[src/hdl/buddy_block_allocator_macros.svh]
// ----------------------------------------------------------------------------
// buddy block allocator assertion macros
// concurrent assertion helpers, empty for synthesis
// ----------------------------------------------------------------------------
`ifndef BUDDY_BLOCK_ALLOCATOR_MACROS_SVH
`define BUDDY_BLOCK_ALLOCATOR_MACROS_SVH
`ifndef SYNTHESIS
// same-cycle implication
`define BBA_ASSERT_NOW(label, ante, cons) \
    label: assert property (@(posedge clk) disable iff (!rst_n) (ante) |-> (cons)) \
        else $error("bba assertion failed");
// next-cycle implication
`define BBA_ASSERT_NEXT(label, ante, cons) \
    label: assert property (@(posedge clk) disable iff (!rst_n) (ante) |=> (cons)) \
        else $error("bba assertion failed");
`else
`define BBA_ASSERT_NOW(label, ante, cons)
`define BBA_ASSERT_NEXT(label, ante, cons)
`endif
`endif

[src/hdl/bba_pkg.sv]
// ----------------------------------------------------------------------------
// bba_pkg
// shared constants, types and helpers of the buddy block allocator
// ----------------------------------------------------------------------------
package bba_pkg;

    localparam int MAX_BLOCKS = 1024;
    localparam int MAX_ORDERS = 11;
    localparam int BLK_W      = $clog2(MAX_BLOCKS);
    localparam int LINK_W     = BLK_W + 1;
    localparam int ORD_W      = 4;
    localparam int CNT_W      = BLK_W + 1;
    localparam int WIDE_W     = BLK_W + 2;
    localparam int STEP_W     = BLK_W + 2;
    localparam int STEP_CAP   = 2 * MAX_BLOCKS;
    localparam int OI_W       = $clog2(MAX_ORDERS);

    typedef enum logic [1:0] {
        OP_ALLOC = 2'd0,
        OP_FREE  = 2'd1,
        OP_INIT  = 2'd2,
        OP_NONE  = 2'd3
    } op_code_t;

    typedef enum logic [3:0] {
        S_IDLE, S_INIT, S_INIT_LOOP, S_A_CHK, S_A_POP, S_A_SCAN, S_A_TAKE,
        S_A_SPLIT, S_F_CHK, S_F_START, S_F_WALK, S_F_NEXT, S_DONE
    } state_t;

    typedef enum logic [4:0] {
        CMD_IDLE, CMD_CAPTURE, CMD_INIT_START, CMD_INIT_CHUNK, CMD_A_POP_RD,
        CMD_A_POP, CMD_A_SCAN_INIT, CMD_A_SCAN_NEXT, CMD_A_TAKE_RD, CMD_A_TAKE,
        CMD_A_SPLIT, CMD_A_FINAL, CMD_F_START, CMD_F_PUSH, CMD_F_PROBE,
        CMD_F_NEXT, CMD_LOAD_OUT
    } dp_op_t;

    typedef struct packed {
        dp_op_t op;
        logic   res_p;
        logic   res_fail;
    } dp_cmd_t;

    typedef struct packed {
        logic bad_init;
        logic rem_zero;
        logic order_ok;
        logic head_nz;
        logic scan_end;
        logic scan_hit;
        logic split_more;
        logic free_ok;
        logic walk_end;
        logic hit;
    } dp_stat_t;

    // index of the highest set bit
    function automatic logic [ORD_W-1:0] msb_pos(input logic [BLK_W-1:0] v);
        logic [ORD_W-1:0] r;
        r = '0;
        for (int i = 0; i < BLK_W; i++) begin
            if (v[i]) begin
                r = ORD_W'(i);
            end
        end
        return r;
    endfunction

    // chunk at block b of order k lines up with the pool end
    function automatic logic end_aligned(input logic [LINK_W-1:0] b,
                                         input logic [ORD_W-1:0] k,
                                         input logic [CNT_W-1:0] pt);
        logic [WIDE_W-1:0] mask;
        logic [WIDE_W-1:0] num;
        mask = (WIDE_W'(1) << k) - WIDE_W'(1);
        num  = ((WIDE_W'(pt) - WIDE_W'(1)) & mask) + WIDE_W'(1);
        return (WIDE_W'(b) & mask) == (num & mask);
    endfunction

endpackage

[src/hdl/bba_ctrl.sv]
// ----------------------------------------------------------------------------
// bba_ctrl
// sequencer for init, alloc and free, plus response valid
// ----------------------------------------------------------------------------
module bba_ctrl (
    input  logic               clk,
    input  logic               rst_n,
    input  logic               req_valid,
    input  logic [1:0]         req_op,
    output logic               req_ready,
    input  logic               rsp_ready,
    output logic               rsp_valid,
    input  bba_pkg::dp_stat_t  st,
    output bba_pkg::dp_cmd_t   cmd
);
    bba_pkg::state_t state_reg, state_next;
    logic fail_reg, fail_next;
    logic usep_reg, usep_next;
    logic rsp_valid_reg, rsp_valid_next;
    logic out_free;
    bba_pkg::op_code_t op_code;

    assign out_free = !rsp_valid_reg || rsp_ready;
    assign op_code  = bba_pkg::op_code_t'(req_op);

    always_ff @(posedge clk or negedge rst_n)
    begin
        if (!rst_n)
        begin
            state_reg     <= bba_pkg::S_IDLE;
            fail_reg      <= 1'b0;
            usep_reg      <= 1'b0;
            rsp_valid_reg <= 1'b0;
        end
        else
        begin
            state_reg     <= state_next;
            fail_reg      <= fail_next;
            usep_reg      <= usep_next;
            rsp_valid_reg <= rsp_valid_next;
        end
    end

    // next state
    always_comb
    begin
        state_next = state_reg;
        fail_next  = fail_reg;
        usep_next  = usep_reg;
        unique case (state_reg)
            bba_pkg::S_IDLE:
            begin
                if (req_valid)
                begin
                    unique case (op_code)
                        bba_pkg::OP_ALLOC: state_next = bba_pkg::S_A_CHK;
                        bba_pkg::OP_FREE:  state_next = bba_pkg::S_F_CHK;
                        bba_pkg::OP_INIT:  state_next = bba_pkg::S_INIT;
                        default:
                        begin
                            state_next = bba_pkg::S_DONE;
                            fail_next  = 1'b1;
                            usep_next  = 1'b0;
                        end
                    endcase
                end
            end
            bba_pkg::S_INIT:
            begin
                if (st.bad_init)
                begin
                    state_next = bba_pkg::S_DONE;
                    fail_next  = 1'b1;
                    usep_next  = 1'b0;
                end
                else
                begin
                    state_next = bba_pkg::S_INIT_LOOP;
                end
            end
            bba_pkg::S_INIT_LOOP:
            begin
                if (st.rem_zero)
                begin
                    state_next = bba_pkg::S_DONE;
                    fail_next  = 1'b0;
                    usep_next  = 1'b0;
                end
            end
            bba_pkg::S_A_CHK:
            begin
                if (!st.order_ok)
                begin
                    state_next = bba_pkg::S_DONE;
                    fail_next  = 1'b1;
                    usep_next  = 1'b0;
                end
                else if (st.head_nz)
                begin
                    state_next = bba_pkg::S_A_POP;
                end
                else
                begin
                    state_next = bba_pkg::S_A_SCAN;
                end
            end
            bba_pkg::S_A_POP:
            begin
                state_next = bba_pkg::S_DONE;
                fail_next  = 1'b0;
                usep_next  = 1'b1;
            end
            bba_pkg::S_A_SCAN:
            begin
                if (st.scan_end)
                begin
                    state_next = bba_pkg::S_DONE;
                    fail_next  = 1'b1;
                    usep_next  = 1'b0;
                end
                else if (st.scan_hit)
                begin
                    state_next = bba_pkg::S_A_TAKE;
                end
            end
            bba_pkg::S_A_TAKE:
            begin
                state_next = bba_pkg::S_A_SPLIT;
            end
            bba_pkg::S_A_SPLIT:
            begin
                if (!st.split_more)
                begin
                    state_next = bba_pkg::S_DONE;
                    fail_next  = 1'b0;
                    usep_next  = 1'b1;
                end
            end
            bba_pkg::S_F_CHK:
            begin
                if (st.free_ok)
                begin
                    state_next = bba_pkg::S_F_START;
                end
                else
                begin
                    state_next = bba_pkg::S_DONE;
                    fail_next  = 1'b1;
                    usep_next  = 1'b0;
                end
            end
            bba_pkg::S_F_START:
            begin
                if (st.order_ok)
                begin
                    state_next = bba_pkg::S_F_WALK;
                end
                else
                begin
                    state_next = bba_pkg::S_DONE;
                    fail_next  = 1'b0;
                    usep_next  = 1'b0;
                end
            end
            bba_pkg::S_F_WALK:
            begin
                if (st.walk_end)
                begin
                    state_next = bba_pkg::S_DONE;
                    fail_next  = 1'b0;
                    usep_next  = 1'b0;
                end
                else
                begin
                    state_next = bba_pkg::S_F_NEXT;
                end
            end
            bba_pkg::S_F_NEXT:
            begin
                state_next = st.hit ? bba_pkg::S_F_START : bba_pkg::S_F_WALK;
            end
            bba_pkg::S_DONE:
            begin
                if (out_free)
                begin
                    state_next = bba_pkg::S_IDLE;
                end
            end
            default: state_next = bba_pkg::S_IDLE;
        endcase
    end

    // outputs
    always_comb
    begin
        cmd.op         = bba_pkg::CMD_IDLE;
        cmd.res_p      = usep_reg;
        cmd.res_fail   = fail_reg;
        req_ready      = 1'b0;
        rsp_valid_next = rsp_valid_reg && !rsp_ready;
        unique case (state_reg)
            bba_pkg::S_IDLE:
            begin
                req_ready = 1'b1;
                if (req_valid)
                begin
                    cmd.op = bba_pkg::CMD_CAPTURE;
                end
            end
            bba_pkg::S_INIT:
            begin
                if (!st.bad_init)
                begin
                    cmd.op = bba_pkg::CMD_INIT_START;
                end
            end
            bba_pkg::S_INIT_LOOP:
            begin
                if (!st.rem_zero)
                begin
                    cmd.op = bba_pkg::CMD_INIT_CHUNK;
                end
            end
            bba_pkg::S_A_CHK:
            begin
                if (st.order_ok)
                begin
                    cmd.op = st.head_nz ? bba_pkg::CMD_A_POP_RD : bba_pkg::CMD_A_SCAN_INIT;
                end
            end
            bba_pkg::S_A_POP:   cmd.op = bba_pkg::CMD_A_POP;
            bba_pkg::S_A_SCAN:
            begin
                if (!st.scan_end)
                begin
                    cmd.op = st.scan_hit ? bba_pkg::CMD_A_TAKE_RD : bba_pkg::CMD_A_SCAN_NEXT;
                end
            end
            bba_pkg::S_A_TAKE:  cmd.op = bba_pkg::CMD_A_TAKE;
            bba_pkg::S_A_SPLIT:
            begin
                cmd.op = st.split_more ? bba_pkg::CMD_A_SPLIT : bba_pkg::CMD_A_FINAL;
            end
            bba_pkg::S_F_CHK:   cmd.op = bba_pkg::CMD_IDLE;
            bba_pkg::S_F_START:
            begin
                if (st.order_ok)
                begin
                    cmd.op = bba_pkg::CMD_F_START;
                end
            end
            bba_pkg::S_F_WALK:
            begin
                cmd.op = st.walk_end ? bba_pkg::CMD_F_PUSH : bba_pkg::CMD_F_PROBE;
            end
            bba_pkg::S_F_NEXT:  cmd.op = bba_pkg::CMD_F_NEXT;
            bba_pkg::S_DONE:
            begin
                if (out_free)
                begin
                    cmd.op         = bba_pkg::CMD_LOAD_OUT;
                    rsp_valid_next = 1'b1;
                end
            end
            default: cmd.op = bba_pkg::CMD_IDLE;
        endcase
    end

    assign rsp_valid = rsp_valid_reg;
endmodule

[config.mk]
export PLATFORM = sky130hd
export DESIGN_NAME = bba_ctrl
export DESIGN_NICKNAME = d
export VERILOG_FILES = /design/src/hdl/buddy_block_allocator_macros.svh /design/src/hdl/bba_pkg.sv /design/src/hdl/bba_ctrl.sv
export SDC_FILE = /design/constraint.sdc
export NUM_CORES = 1
export LEC_CHECK = 0
export ABC_AREA = 1
export BUFFER_PORTS_ARGS = -buffer_cell sky130_fd_sc_hd__buf_4
export CORE_MARGIN = 1
export CORE_UTILIZATION = 30
export DETAILED_ROUTE_END_ITERATION = 6
export GPL_TIMING_DRIVEN = 0
export HOLD_SLACK_MARGIN = 0.1
export PLACE_DENSITY_LB_ADDON = 0.12
export SETUP_SLACK_MARGIN = 0.5
export SLEW_MARGIN = 20
export SYNTH_ARGS = -nofsm -noshare
export SYNTH_HDL_FRONTEND = slang
export SYNTH_SLANG_ARGS = --single-unit
export TNS_END_PERCENT = 20
[constraint.sdc]
create_clock -name clk -period 1.9 [get_ports clk]
set_clock_uncertainty 0.2 [all_clocks]
set_input_delay 0.19 -clock clk [delete_from_list [all_inputs] [get_ports clk]]
set_output_delay 0.19 -clock clk [all_outputs]
set_load 0.03 [all_outputs]
==> out/qor.yml <==
timing:
  tightest_slew_ns: 0.2349
  relSlewSlack_pct: 84.34
  finalCritPeriodShare_pct: 101.5
  rsz0062_at_grt: "true"
  drv_slew: 0
  hold_slack_ns: 0.1281
  setup_slack_ns: -0.02874
  setup_violations: 2
  period_minus_slack_ns: 1.929
  finalSetupTns_ns: -0.05260
  timing.fmax_mhz: 518.5
  finalHoldViolCount: 0
finish:
  largest_reg_flops: 4
  final-seq-area_sq_um: 180.2
  drive_gt1_share_pct: 42.49
  fillers: 250
  syn_to_final_growth_pct: 60.88
  num-nets-final: 210
  antenna_cells: 0
  multi_input_area_sq_um: 650.6
die:
  start_util_pct: 32.55
  dieWidth_um: 54.55
  die_h_um: 54.55
  ios: 25
  core-area_sq_um: 2545
  rows: 18
  die_area_sq_um: 2975
placement:
  place_hpwl_um: 1957
  portBuffers: 24
  gp_congestion: 0.9252
logic_synthesis:
  synthCells: 150
  yosys-top-cells-area: "nand2_1 (24%), dfrtp_1 (21%), nand3_1 (10%), inv_1 (9.5%), nor2_1 (7.7%)"
  synth_nets: 166
  synth_area_per_cell_sq_um: 5.522
  yosys_warnings: 0
  synth_top_area_share_pct: 24.47
  synth_cell_type_count: 18
  syn-cell-area_sq_um: 828.3
  synth_seq_cells: 7
  ys_seq_area_share_pct: 21.15
  synth_area_leader_cell: "nand2_1"
power:
  power.leakage_nw: 0.7485
  p_per_area_nw_per_um2: 1492
  worst_ir_drop_vdd_uv: 889.5
clock_network:
  clk_latency_ns: 0.25
  cts_max_level: 1
  clockBufferDepth: 2
  cts_tree: "yes"
  cts_inserted_buffers: 3
  cts.clk_slew.worst_paths_ns: 0.05
  cts.sinks: 7
  ctsRootBufferMaster: "clkbuf_4"
drt:
  vias: 1107
  ant_nets: 0
  top_layer: "met4"
  avgRoutedWirePerCell_um: 12.00
  first_pass_iters: 4
  drt-total-wl_um: 2677
  drc_errors: 0
  vias_per_cell: 4.964
  wl_met1_um: 1124
  met2_length_um: 1310
  wl_met3_um: 181
  drt_iter0_drc: 24
global_route:
  grt.overflow.total: 0
  grt_max_degree: 8
  grt_antenna_before_repair: 0
  grt_usage_pct: 19.72
  grt_pass1_wl_um: 4153
  first_global_vias: 1000
flow_run:
  drv_cap: 0
setup_path:
  critPathArrivalTime_ns: 1.54
  r2r-start: "state_reg[3]"
  critPathRequiredTime_ns: 1.51
  endpoint_kind: "primary output"
  critPathKind: "flop to primary output"
  crit_path_max_fanout: 5
  startpoint: "state_reg[1]"
  startpoint_type: "flop"
  r2r_slack_ns: 0.12
worst_hold_path:
  hold_path.class: "input port to flop"
  hold_path.startpoint: "req_op[1]"
outcome:
  violations: "setup timing"
  status: "complete, but fails checks"
final cells by class:
type	count	share of cell area (%)
Multi-Input combinational cell	117	48.83
Timing Repair Buffer	39	24.23
Sequential cell	7	13.52
Inverter	24	7.512
Tap cell	30	2.817
Clock buffer	4	1.972
Buffer	2	1.127
repair_timing:
| item | CTS | global route |
|---|---|---|
| buffers inserted | 9 | 2 |
| hold buffers | 4 | 0 |
| endpoints found under the setup margin | 12 | 20 |
| resized for setup | 29 | 11 |
| endpoints found under the hold margin | 9 | 0 |
| pin swaps | 12 | 13 |
cells by family after synthesis:
kind of cell	after synthesis	synth area share, %
AOI/OAI and AO/OA	11	6.949
buffers and inverters	26	12.69
DFF	7	21.15
and+or+nand+nor	106	59.21
layout by cell type (no fill, tap or decap), types with 3 or more instances in the layout:
cell type	synthesis	routed
buf_4	2	32
buf_6	0	6
clkbuf_4	0	3
dfrtp_1	7	3
dfrtp_2	0	4
dlygate4sd3_1	0	3
inv_1	21	18
inv_4	0	4
nand2_1	54	46
nand2_2	1	9
nand3_1	17	13
nand3_2	3	7
nand4_1	3	3
nor2_1	17	13
nor2_4	3	10
o21ai_0	8	6
routing by layer:
layer	up-vias	global-route usage (%)
li1	562	-
met1	496	25.50
met2	43	32.52
met3	6	2.500
met4	0	8.547
met5	-	0
worst paths after layout:
check / endpoint / cells past startpoint
setup / recovery: cmd[5] / 7
hold / removal: state_reg[1] / 6
setup reg to reg: state_reg[2] / 10
hold reg to reg: usep_reg / 2
max in group asynchronous: state_reg[2] / 3
min in group asynchronous: usep_reg / 3
critical path, cell delays in order, from the launching register on:
cell	delay (ns)
dfrtp_2	0.48
buf_6	0.15
nor2_4	0.15
nand3_2	0.10
o21ai_1	0.08
inv_1	0.07
o211ai_1	0.08
buf_4	0.19
per-stage QoR:
stage | instance area [sq um] | util [%] | setup WS, ns | power, mW | cells
floorplan | 843.3 | - | 0.2226 | 1.176 | 150
global placement | 1061 | 41.69 | 0.03773 | 1.520 | 204
detailed placement | 1061 | 41.69 | 0.01509 | 1.521 | 204
CTS | 1287 | 50.59 | -0.01742 | 1.902 | 221
global route | 1333 | 52.36 | -0.1016 | 2.150 | 223
finish | 1333 | 52.36 | -0.02874 | 1.988 | 223
where the power goes:
| group | internal, mW | switching [mW] | total [mW] |
|---|---|---|---|
| clock | 0.0800 | 0.0524 | 0.132 |
| combinational | 0.606 | 0.911 | 1.52 |
| sequential | 0.222 | 0.118 | 0.340 |
| total | 0.908 | 1.08 | 1.99 |
synth_stat cells:
cell       n
nand3_1   17
nor2_4     3
nor3_1     1
and2_1     1
inv_1     21
nor2_2     5
dfrtp_1    7
a21oi_1    2
nand2_1   54
nand3b_1   1
buf_4      2
o21ai_0    8
nand4_1    3
nor2_1    17
inv_2      3
nand2_2    1
nand3_2    3
o211ai_1   1
No activity file was read; power rests on OpenSTA's default activity.
